<file path="src/rtl/core/shd_pkg.sv">
package shd_pkg;

    typedef logic [2:0] t_pos;
    typedef logic [7:0] t_byte;

    // Header bytes
    localparam t_byte HDR_FIRST  = 8'hAA;
    localparam t_byte HDR_SECOND = 8'h55;
    // Flag value that marks a valid target
    localparam t_byte FLAG_TARGET = 8'd1;

    // Byte positions within a frame
    localparam t_pos POS_HUNT = 3'd0;
    localparam t_pos POS_HDR2 = 3'd1;
    localparam t_pos POS_FLAG = 3'd2;
    localparam t_pos POS_XLO  = 3'd3;
    localparam t_pos POS_XHI  = 3'd4;
    localparam t_pos POS_YLO  = 3'd5;
    localparam t_pos POS_YHI  = 3'd6;
    localparam t_pos POS_CSUM = 3'd7;

    typedef struct packed {
        logic               target_valid;
        logic signed [15:0] x_position;
        logic [15:0]        y_position;
        logic [31:0]        frame_count;
    } t_result;

    typedef struct packed {
        logic last; // checksum byte is next
        logic good; // checksum matched on this beat
    } t_asm_status;

endpackage

</file>
<file path="src/rtl/core/shd_if.sv">
interface shd_rx_if;
    logic       valid;
    logic       ready;
    logic [7:0] rx_byte;

    modport source  (output valid, output rx_byte, input ready);
    modport sink    (input valid, input rx_byte, output ready);
    modport monitor (input valid, input rx_byte, input ready);
endinterface

interface shd_res_if;
    logic               valid;
    logic               ready;
    logic               target_valid;
    logic signed [15:0] x_position;
    logic [15:0]        y_position;
    logic [31:0]        frame_count;

    modport source (output valid, output target_valid, output x_position,
                    output y_position, output frame_count, input ready);
    modport sink   (input valid, input target_valid, input x_position,
                    input y_position, input frame_count, output ready);
    modport monitor (input valid, input target_valid, input x_position,
                     input y_position, input frame_count, input ready);
endinterface

</file>
<file path="src/rtl/core/shd_frame_asm.sv">
module shd_frame_asm (
    input  logic                 i_clk,
    input  logic                 i_rst_n,
    input  logic                 i_accept,
    input  shd_pkg::t_byte       i_byte,
    output shd_pkg::t_asm_status o_status,
    output shd_pkg::t_result     o_result
);

    shd_pkg::t_pos  r_pos,   n_pos;
    shd_pkg::t_byte r_sum,   n_sum;
    shd_pkg::t_byte r_flag,  n_flag;
    logic [15:0]    r_x,     n_x;
    logic [15:0]    r_y,     n_y;
    logic [31:0]    r_total, n_total;
    logic           w_good;

    always_comb begin
        n_pos   = r_pos;
        n_sum   = r_sum;
        n_flag  = r_flag;
        n_x     = r_x;
        n_y     = r_y;
        n_total = r_total;
        w_good  = 1'b0;
        if (i_accept) begin
            case (r_pos)
                shd_pkg::POS_HUNT: begin
                    if (i_byte == shd_pkg::HDR_FIRST) begin
                        n_pos = shd_pkg::POS_HDR2;
                        n_sum = i_byte;
                    end
                end
                shd_pkg::POS_HDR2: begin
                    if (i_byte == shd_pkg::HDR_SECOND) begin
                        n_pos = shd_pkg::POS_FLAG;
                        n_sum = r_sum + i_byte;
                    end else if (i_byte == shd_pkg::HDR_FIRST) begin
                        n_sum = i_byte; // restart header
                    end else begin
                        n_pos = shd_pkg::POS_HUNT;
                    end
                end
                shd_pkg::POS_FLAG: begin
                    n_flag = i_byte;
                    n_sum  = r_sum + i_byte;
                    n_pos  = shd_pkg::POS_XLO;
                end
                shd_pkg::POS_XLO: begin
                    n_x[7:0] = i_byte;
                    n_sum    = r_sum + i_byte;
                    n_pos    = shd_pkg::POS_XHI;
                end
                shd_pkg::POS_XHI: begin
                    n_x[15:8] = i_byte;
                    n_sum     = r_sum + i_byte;
                    n_pos     = shd_pkg::POS_YLO;
                end
                shd_pkg::POS_YLO: begin
                    n_y[7:0] = i_byte;
                    n_sum    = r_sum + i_byte;
                    n_pos    = shd_pkg::POS_YHI;
                end
                shd_pkg::POS_YHI: begin
                    n_y[15:8] = i_byte;
                    n_sum     = r_sum + i_byte;
                    n_pos     = shd_pkg::POS_CSUM;
                end
                shd_pkg::POS_CSUM: begin
                    n_pos = shd_pkg::POS_HUNT;
                    if (i_byte == r_sum) begin
                        w_good  = 1'b1;
                        n_total = r_total + 32'd1;
                    end
                end
                default: begin
                    n_pos = shd_pkg::POS_HUNT;
                end
            endcase
        end
    end

    always_ff @(posedge i_clk) begin
        if (!i_rst_n) begin
            r_pos   <= shd_pkg::POS_HUNT;
            r_total <= 32'd0;
        end else begin
            r_pos   <= n_pos;
            r_total <= n_total;
        end
        r_sum  <= n_sum;
        r_flag <= n_flag;
        r_x    <= n_x;
        r_y    <= n_y;
    end

    assign o_status.last = (r_pos == shd_pkg::POS_CSUM);
    assign o_status.good = w_good;

    assign o_result.target_valid = (r_flag == shd_pkg::FLAG_TARGET);
    assign o_result.x_position   = $signed(r_x);
    assign o_result.y_position   = r_y;
    assign o_result.frame_count  = n_total;

endmodule

</file>
<file path="src/rtl/core/shd_out_reg.sv">
module shd_out_reg (
    input  logic                 i_clk,
    input  logic                 i_rst_n,
    input  logic                 i_load,
    input  shd_pkg::t_result     i_result,
    input  logic                 i_ready,
    output logic                 o_valid,
    output shd_pkg::t_result     o_result
);

    logic             r_valid;
    shd_pkg::t_result r_result;

    always_ff @(posedge i_clk) begin
        if (!i_rst_n) begin
            r_valid <= 1'b0;
        end else if (i_load) begin
            r_valid <= 1'b1;
        end else if (i_ready) begin
            r_valid <= 1'b0;
        end
        if (i_load) begin
            r_result <= i_result;
        end
    end

    assign o_valid  = r_valid;
    assign o_result = r_result;

endmodule

</file>
<file path="src/rtl/core/sync_header_packet_deframer.sv">
// Serial frame deframer: takes one received byte per beat on i_rx and hunts
// for an 8-byte frame (0xAA, 0x55, flag, x low, x high, y low, y high, sum).
// The sum byte must equal the modulo-256 sum of the first seven bytes; a good
// frame gives one result beat on o_res carrying target_valid (flag == 1),
// signed x, unsigned y and the running count of good frames (wraps at 2^32).
// Bad frames vanish without trace. A second 0xAA in place of 0x55 restarts
// the header; any other byte there drops back to hunting. Rate: one byte per
// clock, sustained; a running checksum and field capture sit between the
// position register and the one-deep result register, so the result of a
// frame appears the cycle after its checksum byte. Input stalls only when the
// checksum byte is due while an earlier result still waits on o_res.
module sync_header_packet_deframer (
    input logic      i_clk,
    input logic      i_rst_n,
    shd_rx_if.sink   i_rx,
    shd_res_if.source o_res
);

    shd_pkg::t_asm_status w_status;
    shd_pkg::t_result     w_result;
    shd_pkg::t_result     w_out;
    logic                 w_accept;
    logic                 w_out_valid;

    // Only the checksum beat can produce a result, so any other byte is
    // taken even while the result register is still full.
    assign i_rx.ready = !w_status.last || !w_out_valid || o_res.ready;
    assign w_accept   = i_rx.valid && i_rx.ready;

    shd_frame_asm u_asm (
        .i_clk    (i_clk),
        .i_rst_n  (i_rst_n),
        .i_accept (w_accept),
        .i_byte   (i_rx.rx_byte),
        .o_status (w_status),
        .o_result (w_result)
    );

    // Result register: loads on a good checksum beat, frees on a taken beat.
    shd_out_reg u_out (
        .i_clk    (i_clk),
        .i_rst_n  (i_rst_n),
        .i_load   (w_status.good),
        .i_result (w_result),
        .i_ready  (o_res.ready),
        .o_valid  (w_out_valid),
        .o_result (w_out)
    );

    assign o_res.valid        = w_out_valid;
    assign o_res.target_valid = w_out.target_valid;
    assign o_res.x_position   = w_out.x_position;
    assign o_res.y_position   = w_out.y_position;
    assign o_res.frame_count  = w_out.frame_count;

endmodule

</file>
<file path="src/flat_wrapper.sv">
// flat-port wrapper written by rule: the top's interface ports become plain ports
module sync_header_packet_deframer_flat 
  (i_clk, i_rst_n, i_rx_valid, i_rx_rx_byte, i_rx_ready, o_res_valid, o_res_target_valid, o_res_x_position, o_res_y_position, o_res_frame_count, o_res_ready);
  shd_rx_if i_rx_i ();
  shd_res_if o_res_i ();
  input logic i_clk;
  input logic i_rst_n;
  input wire logic [$bits(i_rx_i.valid)-1:0] i_rx_valid;
  input wire logic [$bits(i_rx_i.rx_byte)-1:0] i_rx_rx_byte;
  output wire logic [$bits(i_rx_i.ready)-1:0] i_rx_ready;
  output wire logic [$bits(o_res_i.valid)-1:0] o_res_valid;
  output wire logic [$bits(o_res_i.target_valid)-1:0] o_res_target_valid;
  output wire logic [$bits(o_res_i.x_position)-1:0] o_res_x_position;
  output wire logic [$bits(o_res_i.y_position)-1:0] o_res_y_position;
  output wire logic [$bits(o_res_i.frame_count)-1:0] o_res_frame_count;
  input wire logic [$bits(o_res_i.ready)-1:0] o_res_ready;
  assign i_rx_i.valid = i_rx_valid;
  assign i_rx_i.rx_byte = i_rx_rx_byte;
  assign i_rx_ready = i_rx_i.ready;
  assign o_res_valid = o_res_i.valid;
  assign o_res_target_valid = o_res_i.target_valid;
  assign o_res_x_position = o_res_i.x_position;
  assign o_res_y_position = o_res_i.y_position;
  assign o_res_frame_count = o_res_i.frame_count;
  assign o_res_i.ready = o_res_ready;
  sync_header_packet_deframer u_core (.i_clk(i_clk), .i_rst_n(i_rst_n), .i_rx(i_rx_i), .o_res(o_res_i));
endmodule
</file>
<file path="config.mk">
export PLATFORM = sky130hd
export DESIGN_NAME = sync_header_packet_deframer_flat
export DESIGN_NICKNAME = d
export VERILOG_FILES = /design/src/rtl/core/shd_pkg.sv /design/src/rtl/core/shd_if.sv /design/src/rtl/core/shd_frame_asm.sv /design/src/rtl/core/shd_out_reg.sv /design/src/rtl/core/sync_header_packet_deframer.sv /design/src/flat_wrapper.sv
export SDC_FILE = /design/constraint.sdc
export NUM_CORES = 1
export LEC_CHECK = 0
export ABC_AREA = 1
export CORE_AREA = 2 2 110 155
export CTS_BUF_LIST = sky130_fd_sc_hd__clkbuf_16
export CTS_CLUSTER_DIAMETER = 80
export DETAILED_ROUTE_END_ITERATION = 8
export DIE_AREA = 0 0 112 157
export DONT_BUFFER_PORTS = 1
export PLACE_DENSITY = 0.59
export SKIP_CTS_REPAIR_TIMING = 1
export SYNTH_ARGS = -nofsm -noshare
export SYNTH_HDL_FRONTEND = slang
export SYNTH_SLANG_ARGS = --single-unit
</file>
<file path="constraint.sdc">
create_clock -name i_clk -period 2.8 [get_ports i_clk]
set_input_delay 0.28 -clock i_clk [delete_from_list [all_inputs] [get_ports i_clk]]
set_output_delay 0.28 -clock i_clk [all_outputs]
set_load 0.05 [all_outputs]
</file>
== Yosys cells after proc, flatten, opt, wreduce, memory -nomap -nowiden ==
Index checks and enable logic that the tools add are counted.

* Add/sub/neg operators: 2
* Equality and inequality tests: 13
* Multiplexer cells: 15
* Reduce and logical (&&, ||, !) cells: 16

{| class="wikitable"
|+ Operator list
! operator !! count
|-
| two-way mux 32 bit || 3
|-
| adder 32 x 1 -> 32 bit, second input constant || 1
|-
| case mux 3 bit (8 select lines) || 1
|-
| case mux 8 bit (3 select lines) || 1
|-
| two-way mux 8 bit || 2
|-
| == test 3 bit, second input constant || 4
|-
| AND reduction 2 bit || 6
|-
| two-way mux 3 bit || 3
|-
| adder 8 bit || 1
|-
| == test 8 x 1 -> 1 bit, second input constant || 1
|-
| == test 8 x 7 -> 1 bit, second input constant || 1
|-
| == test 8 bit || 1
|-
| == test 8 bit, second input constant || 1
|-
| == test 3 x 2 -> 1 bit, second input constant || 2
|-
| two-way mux 1 bit || 5
|-
| OR reduction 5 bit || 1
|-
| == test 3 x 1 -> 1 bit, second input constant || 1
|-
| logical NOT 3 bit || 1
|-
| inequality test 3 bit, second input constant || 1
|-
| AND reduction 3 bit || 1
|-
| nonzero test 3 bit || 1
|-
| logical NOT 1 bit || 2
|-
| logical OR 1 bit || 2
|-
| inequality test 2 bit, second input constant || 1
|-
| 2 further kinds || 2
|}

* Register bits: 149
* Bits of input ports: 12
* Output and inout bits: 67
* Word-level logic and storage cells: 59

== Longest topological paths before layout ==
Gate-level depths: netlist (run 1).

* Depth after elaboration: 7
* Mapped depth: 11
* Depth with buffers taken out: 10

== Cells and area by module ==
From an unflattened synthesis (run 1), not the netlist that was laid out.

* Cell total of the unflattened synthesis: 567
* Area total of the unflattened synthesis: 6175.9 µm²

{| class="wikitable"
|+ Modules (own cells, without submodules)
! module !! times used !! cells each !! area each (µm²) !! sequential area each (µm²)
|-
| shd_frame_asm || 1 || 491 || 4159.0 || 2142.1
|-
| shd_out_reg || 1 || 71 || 1995.7 || 1971.9
|-
| sync_header_packet_deframer || 1 || 5 || 21.3 || 0.0
|}

== Worst setup path before layout (run 1) ==
OpenSTA, ideal clock, no wires.

* Path type: reg2reg
* From: register u_core.u_out.r_valid (netlist: u_core.u_out.o_valid)
* To: register u_core.u_out.r_result (netlist bit u_core.u_out.o_result[6]), data pin
* Library setup time: 257 ps
* Data arrival time: 2580 ps
* Data required time: 2543 ps
* Path slack: -37 ps
* Cell stages (with the launch flop): 9
* Buffers on the path: 0
* Clock period less this slack: 2837 ps
* Path through: dfxtp_1 > inv_1 > nor2_1 > nand2_1 > nand2_4 > nor2_4 > nand2_2 > xor2_1 > inv_1

* Longest elaborated chain between the ends: 5

{| class="wikitable"
|+ RTL lines
! element !! line !! RTL
|-
| start, declared || shd_out_reg.sv:11 || <nowiki>logic r_valid;</nowiki>
|-
| start signal, assigned || shd_out_reg.sv:16 || <nowiki>r_valid <= 1'b0;</nowiki>
|-
| start signal, assigned || shd_out_reg.sv:18 || <nowiki>r_valid <= 1'b1;</nowiki>
|-
| start signal, assigned || shd_out_reg.sv:20 || <nowiki>r_valid <= 1'b0;</nowiki>
|-
| logical NOT 1 bit || sync_header_packet_deframer.sv:27 || <nowiki>assign i_rx.ready = !w_status.last || !w_out_valid || o_res.ready;</nowiki>
|-
| logical OR 1 bit (2 in series) || sync_header_packet_deframer.sv:27 ||
|-
| net i_rx_ready || flat_wrapper.sv:10 || <nowiki>output wire logic [$bits(i_rx_i.ready)-1:0] i_rx_ready;</nowiki>
|-
| logical AND 1 bit || sync_header_packet_deframer.sv:28 || <nowiki>assign w_accept = i_rx.valid && i_rx.ready;</nowiki>
|-
| two-way mux 32 bit || shd_frame_asm.sv:26 || <nowiki>if (i_accept) begin</nowiki>
|-
| net u_core.u_asm.n_total[6] || shd_frame_asm.sv:15 || <nowiki>logic [31:0] r_total, n_total;</nowiki>
|-
| end signal, assigned || shd_out_reg.sv:23 || <nowiki>r_result <= i_result;</nowiki>
|-
| end, declared || shd_out_reg.sv:12 || <nowiki>shd_pkg::t_result r_result;</nowiki>
|}

The timed path passes the listed nets, and every way through them passes these cells.
A chain may end at the register's enable or synchronous reset.

== Worst setup path in the final report (run 1) ==
* From: register u_core.u_asm.r_sum[1]
* To: register u_core.u_out.r_result (netlist bit u_core.u_out.o_result[54]), enable pin

* Longest elaborated chain between the ends: 4

{| class="wikitable"
|+ RTL lines
! element !! line !! RTL
|-
| start, declared || shd_frame_asm.sv:11 || <nowiki>shd_pkg::t_byte r_sum, n_sum;</nowiki>
|-
| start signal, assigned || shd_frame_asm.sv:91 || <nowiki>r_sum <= n_sum;</nowiki>
|-
| == test 8 bit || shd_frame_asm.sv:71 || <nowiki>if (i_byte == r_sum) begin</nowiki>
|-
| two-way mux 1 bit || shd_frame_asm.sv:71 ||
|-
| two-way mux 1 bit || shd_frame_asm.sv:27 || <nowiki>case (r_pos)</nowiki>
|-
| two-way mux 1 bit || shd_frame_asm.sv:26 ||
|-
| net u_core.u_asm.w_good || shd_frame_asm.sv:16 || <nowiki>logic w_good;</nowiki>
|}

The timed path passes the listed nets, and every way through them passes these cells.

==> impl_metrics.ini, run 1 <==
[yosys]
synth-async-reset-ratio_pct = 0
synthCells = 576
synth_top_area_share_pct = 54.81
synth_compound_area_share_pct = 4.143
synth_edf_count = 113
synth-adder-area-share_pct = 1.940
syn_area_um2 = 6191
synth_top_family_by_area = simple AND/OR/NAND/NOR gates
synth-xor-area-share_pct = 0.4244
seq_area_frac_synth_pct = 66.45
synth_area_leaders = edfxtp_1 55%, dfxtp_1 12%, nand2_1 8.4%, inv_1 3.9%, nand3_1 3.2%
synth_top_cell_by_area = edfxtp_1
synthSimpleGateAreaFrac_pct = 21.87
syn_nets = 597
synthDistinctLibCells = 36
yosysMostFrequentCell = nand2_1
synth.area.mux_share_pct = 0
syn_area_per_cell_um2 = 10.75
ys.flop_type = edfxtp_1
ys_top_cells_by_count = 138 x nand2_1, 113 x edfxtp_1, 64 x inv_1
ys_seq_elements = 149
yosys_warnings = 0

[floorplanning]
die_width_um = 112
dieArea_um2 = 17580
coreArea_um2 = 16100
die_h_um = 157
start_util_pct = 38.45
ioPinCount = 79
std_cell_rows = 55

[hold_path]
hold_path_class = primary input to register

[power]
peakVddDrop_mv = 0.4129
swShare_pct = 21.40
combPwrFrac_pct = 2.6
p_seq_share_pct = 49.7
p_leak_nw = 2.753
p_int_mw = 3.746
p_clk_share_pct = 47.7
p_sw_mw = 1.020
p_per_area_nw_per_um2 = 666.1

[grt]
grt_max_degree = 44
grt_pass1_vias = 4031
grt_first_pass_wirelength_mm = 20.64
antenna_found_initial = 0
overflow = 0
grt_usage_pct = 15.17

[routing]
drt-vias-per-instance = 5.011
routed_wl_mm = 13.17
post_drt_wl_per_cell_um = 16.12
drt_first_pass_iters = 5
vias = 4094
drcViolationCount = 0
drt_iter0_drc = 315
postRouteAntennaNets = 0

[setup_path]
path_max_fanout = 16
critical-path-max-stage-delay_ns = 0.44
crit_chain = ha_1 -> nor2_1 -> nand2_1 -> nor2_2 -> nand2_1 -> nor2_4 -> buf_4 -> buf_4
cp.arrival_ns = 2.34
crit_slowest_cell = edfxtp_1
setup.worst_path.start_class = register
end_kind = register
required_ns = 2.91
crit_type = register to register

[clock_network]
h-tree-depth = 4
cts_tree = done
path_clk_slew_ns = 0.06
numCtsBuffers = 17
cts-root-buf = clkbuf_16
clock_path_buffers = 2
cts_sinks = 149
insertion_delay_ns = 0.42

[sta]
setup_viol = 0
clock-skew-final_ns = 0.007492
grt_setup_unrepaired = no
drv_slew = 0
slew_headroom_pct = 47.59
hold_viol = 0
fin_setup_tns_ns = 0
period_needed_ns = 2.236
fmax_mhz = 447.2
timing.final.crit_share_pct = 79.87
tightest_slew_ns = 0.7833

[final_layout]
layout-drive-gt1-share_pct = 9.709
area_delta_synth_final_pct = 15.58
multiInputGateArea_um2 = 1787
fin_cells = 817
nets = 626
nFillCells = 1535
seqCellArea_um2 = 4114
antenna_cells = 0

[placement]
place_hpwl_mm = 8.979
io_buffers = 0
gp_congestion = 0.8707
dp.cells = 776

[job]
drv_cap = 0

[status]
outcome = finished, final reports clean
layer usage:
metal  track usage (%)  vias to the layer above  wire [um]  part of all wire, %
li1                  -                     2035          -                    -
met1             17.89                     1936       5444                   41
met2             25.97                      105       6802                   52
met3             4.120                       18        650                  4.9
met4             6.852                        0        276                  2.1
met5                 0                        -          0                    0
sequential cells by signal, summed over array words and instances (netlist names):
name and cells:
u_core.u_asm.r_flag 8, u_core.u_asm.r_y 16, u_core.u_asm.r_sum 8, u_core.u_out.o_valid 1, u_core.u_asm.r_x 16, u_core.u_out.o_result 65
u_core.u_asm.r_pos 3, u_core.u_asm.r_total 32
stage by stage:
step | hold slack (ns) | area [um^2] | util [%] | power, mW | setup slack (ns)
after floorplan | 0.3789 | 6221 | - | 2.496 | 0.004429
after global placement | 0.3797 | 6472 | 40.19 | 2.514 | 0.6018
after detailed placement | 0.3795 | 6472 | 40.19 | 2.517 | 0.5613
after CTS | -0.05843 | 7066 | 43.88 | 4.800 | 0.5360
after global routing | 0.1439 | 7156 | 44.44 | 4.930 | 0.3644
final | 0.1155 | 7156 | 44.44 | 4.766 | 0.5636
area by class of cell:
| class | instances | area share, % |
|---|---|---|
| sequential | 149 | 57.49 |
| multi-input combinational | 352 | 24.97 |
| inverter | 66 | 3.462 |
| tap | 199 | 3.480 |
| timing repair buffer | 19 | 2.308 |
| clock inverter | 15 | 2.343 |
| clock buffer | 17 | 5.945 |
power by group through the flow:
stage	sequential, mW	clock, mW	combinational (mW)
detailed placement	2.42	0	0.100
finish	2.37	2.28	0.122
CTS	2.37	2.33	0.102
global route	2.37	2.42	0.138
global placement	2.42	0	0.0984
floorplan	2.42	0	0.0803
cell usage in the layout, fill, tap and decap left out, types with 3 or more instances in the layout:
cell type / netlist / layout
nor4_1: 3 / 3
edfxtp_1: 113 / 113
o21ai_0: 12 / 12
dlygate4sd3_1: 0 / 9
nand4_1: 20 / 20
ha_1: 8 / 6
nor2_1: 50 / 49
nand3b_1: 13 / 13
clkinv_4: 0 / 3
nand2_1: 138 / 137
buf_4: 0 / 10
nand3_1: 40 / 40
inv_1: 64 / 64
nor2_4: 4 / 4
clkbuf_16: 0 / 17
nand2_2: 2 / 3
nor3_1: 9 / 9
inv_6: 0 / 4
dfxtp_1: 36 / 36
a21oi_1: 32 / 32
critical path, delay by kind of cell (launching register included):
kind | cells | cell delay, ns
fa+ha+maj | 1 | 0.34
simple gates | 5 | 0.66
buf+inv | 2 | 0.48
flops | 1 | 0.44
kinds of logic (layout without fill, tap and decap cells):
group | after synthesis | after routing
and+or+nand+nor | 291 | 291
DFF | 149 | 149
buffers and inverters | 75 | 117
AOI/OAI and AO/OA | 49 | 49
adders and majority gates | 9 | 9
xor gates and xnor gates | 3 | 3
path summary, 6_finish.rpt:
check | from | slack, ns | end | cells past startpoint
max | u_core.u_asm.r_sum[1]$_DFFE_PP_ | 0.56 | u_core.u_out.o_result[54]$_DFFE_PP_ | 8
min | o_res_ready | 0.12 | u_core.u_out.o_valid$_SDFFE_PN0P_ | 3
max reg2reg | u_core.u_asm.r_sum[1]$_DFFE_PP_ | 0.56 | u_core.u_out.o_result[54]$_DFFE_PP_ | 8
min reg2reg | u_core.u_asm.r_x[14]$_DFFE_PP_ | 0.42 | u_core.u_out.o_result[62]$_DFFE_PP_ | 0
Power figures use the tool's default switching activity.
==> run 2: changes to the inputs <==
ABC_AREA = 0   (was 1)
CORE_AREA = 2 2 108 152   (was 2 2 110 155)
DIE_AREA = 0 0 110 154   (was 0 0 112 157)
PLACE_DENSITY = 0.58   (was 0.59)
clock period = 2.1 ns   (was 2.8 ns; I/O delays follow)
==> run 2 against run 1 <==
  * The run now ends with hold timing, setup timing left
  * Die area fell by 3.7%
  * Synthesized cell count fell by 22%
  * Final cell count fell by 4.5%
  * Clock-buffer cell count did not move
  * Via count fell by 1.5%
  * Global-route usage rose by 0.34 points
  * Critical endpoint is now u_core.u_out.o_result[23]$_DFFE_PP_
  * Sequential power rose by 33%
  * Largest cell class unchanged
  * Utilization rose by 10 points
  * Register-to-register slack got worse by 0.85 ns
  * Worst hold slack got worse by 0.20 ns
==> impl_metrics.ini, run 2 <==
[power]
p_leak_nw = 3.123
peakVddDrop_mv = 0.4731
p_total_mw = 6.538
p_per_area_nw_per_um2 = 775.3

[placement]
gp_congestion = 0.8028
io_buffers = 0
place_hpwl_mm = 8.630

[final_layout]
largest_register_ffs = 65
layout_commonest_cell = edfxtp_1
final_cell_mix = 113 x edfxtp_1, 53 x buf_4, 41 x nand2_1
nFillCells = 1200
seqCellArea_um2 = 4114
area_delta_synth_final_pct = 40.12
multiInputGateArea_um2 = 2245
nets = 592
layout-drive-gt1-share_pct = 30.99
antenna_cells = 0

[sta]
hold-worst-slack_ns = -0.08018
fmax_mhz = 418.2
drv_slew = 0
timing.final.crit_share_pct = 113.9
worst_slack_ns = -0.2910
slew_headroom_pct = 60.88
clock-skew-final_ns = 0.01048
hold_viol = 5
grt_setup_unrepaired = yes
setup_viol = 122
fin_setup_tns_ns = -13.11
period_needed_ns = 2.391
tightest_slew_ns = 0.5861

[yosys]
synth_top_area_share_pct = 56.38
syn_area_per_cell_um2 = 13.43
yosysMostFrequentCell = edfxtp_1
synth_area_leaders = edfxtp_1 56%, dfxtp_1 12%, nand2_1 3.3%, mux2i_1 3.2%, xnor2_1 2.8%
synthCells = 448
synthDistinctLibCells = 50
syn_area_um2 = 6018
ys.flop_type = edfxtp_1
synth_edf_count = 113
yosys_warnings = 0
ys_seq_elements = 149
seq_area_frac_synth_pct = 68.36
syn_nets = 469
synth_top_cell_by_area = edfxtp_1
ys_top_cells_by_count = 113 x edfxtp_1, 53 x nand2_1, 36 x dfxtp_1
synth-async-reset-ratio_pct = 0

[setup_path]
crit_slowest_cell = or4_4
path_common_cell = or4_4
setup.worst_path.start_class = register
r2r-start = u_core.u_asm.r_sum[5]$_DFFE_PP_
path_max_fanout = 6
worstRegToRegCells = 6
cp.arrival_ns = 2.68
required_ns = 2.39
critical-path-max-stage-delay_ns = 0.53
crit_type = register to register
r2r_setup_slack_ns = -0.29
end_kind = register
r2r-end = u_core.u_out.o_result[23]$_DFFE_PP_
crit_chain = ha_4 -> nor4_4 -> nand4_2 -> or4_4 -> or4_4 -> nand2_2

[routing]
postRouteAntennaNets = 0
routed_wl_mm = 14.54
drcViolationCount = 0
post_drt_wl_per_cell_um = 18.64
drt-vias-per-instance = 5.168
drt_iter0_drc = 142
vias = 4031
drt_first_pass_iters = 4

[clock_network]
insertion_delay_ns = 0.42
cts_sinks = 149
clock_path_buffers = 2
h-tree-depth = 4
path_clk_slew_ns = 0.07
cts-root-buf = clkbuf_16
cts_tree = done
numCtsBuffers = 17

[floorplanning]
std_cell_rows = 54
coreArea_um2 = 15470
die_width_um = 110
ioPinCount = 79
start_util_pct = 38.90
die_h_um = 154
dieArea_um2 = 16940

[hold_path]
timing.hold.worst_endpoint = u_core.u_asm.r_total[3]$_SDFF_PN0_
hold_start = i_rst_n
whs_path_depth = 1
hold_path_class = primary input to register

[grt]
grt_pass1_vias = 3888
grt_first_pass_wirelength_mm = 20.02
grt_usage_pct = 15.51
overflow = 0
antenna_found_initial = 0
grt_max_degree = 39

[status]
violations = hold timing, setup timing
outcome = complete, but fails checks

[job]
drv_cap = 0
==> run 2: cell types whose count changed after synthesis, sizes merged, moves of 18 or more <==
cell	previous run	this run
nand2	141	53
inv	65	9
nor2	55	12
nand3	42	14
mux2i	0	19
xnor2	2	20
==> run 2: logic make-up after synthesis <==
group	Yosys count	synth area share (%)
DFF	149	68.36
muxes	20	3.347
and+or+nand+nor	174	16.24
xor gates and xnor gates	24	3.617
adders and majority gates	9	1.996
AOI/OAI and AO/OA	50	4.927
buffers and inverters	22	1.518
==> run 2: worst max path at each step <==
stage | cells past startpoint | start | to
2_1_floorplan | 6 | u_core.u_asm.r_sum[5]$_DFFE_PP_ | u_core.u_asm.r_total[23]$_SDFF_PN0_
3_3_place_gp | 7 | u_core.u_asm.r_sum[5]$_DFFE_PP_ | u_core.u_out.o_result[22]$_DFFE_PP_
3_5_place_dp | 7 | u_core.u_asm.r_sum[6]$_DFFE_PP_ | u_core.u_out.o_result[15]$_DFFE_PP_
4_1_cts | 7 | u_core.u_asm.r_sum[6]$_DFFE_PP_ | u_core.u_out.o_result[15]$_DFFE_PP_
5_1_grt | 6 | u_core.u_asm.r_sum[5]$_DFFE_PP_ | u_core.u_asm.r_total[23]$_SDFF_PN0_
6_report | 6 | u_core.u_asm.r_sum[5]$_DFFE_PP_ | u_core.u_out.o_result[23]$_DFFE_PP_
==> run 2: power breakdown <==
group          leakage (nW)  internal, mW  switching [mW]
logic                  1.44         0.137           0.116
registers              1.39          3.15         0.00840
clock network         0.293          1.80            1.32
total                  3.12          5.09            1.45
==> run 2: area by class of cell <==
type                            count  area share [%]
Clock buffer                       17           5.045
Clock inverter                     15           2.151
Inverter                            9          0.4006
Multi-Input combinational cell    277           26.62
Sequential cell                   149           48.78
Tap cell                          196           2.908
Timing Repair Buffer              117           14.09
==> run 2: critical path, delay by kind of cell (launching register included) <==
kind          cells  cell delay (ns)
fa+ha+maj         1             0.27
flops             1             0.43
simple gates      5             1.56
==> run 2: routing by layer <==
| metal | global-route usage, % | vias to the layer above | wire, um |
|---|---|---|---|
| met3 | 4.536 | 20 | 936 |
| met5 | 0 | - | 0 |
| li1 | - | 1928 | - |
| met1 | 17.38 | 1979 | 5562 |
| met4 | 7.655 | 0 | 316 |
| met2 | 26.35 | 104 | 7727 |
==> run 2: stage by stage <==
step	worst slack [ns]	cell area [um^2]	util, %	cells
after detailed placement	-0.2812	6714	43.39	688
after CTS	-0.3003	7321	47.32	720
final	-0.2910	8433	54.50	780
after global placement	-0.2118	6714	43.39	688
after global routing	-0.3801	8433	54.50	780
after floorplan	-0.1716	6075	-	448
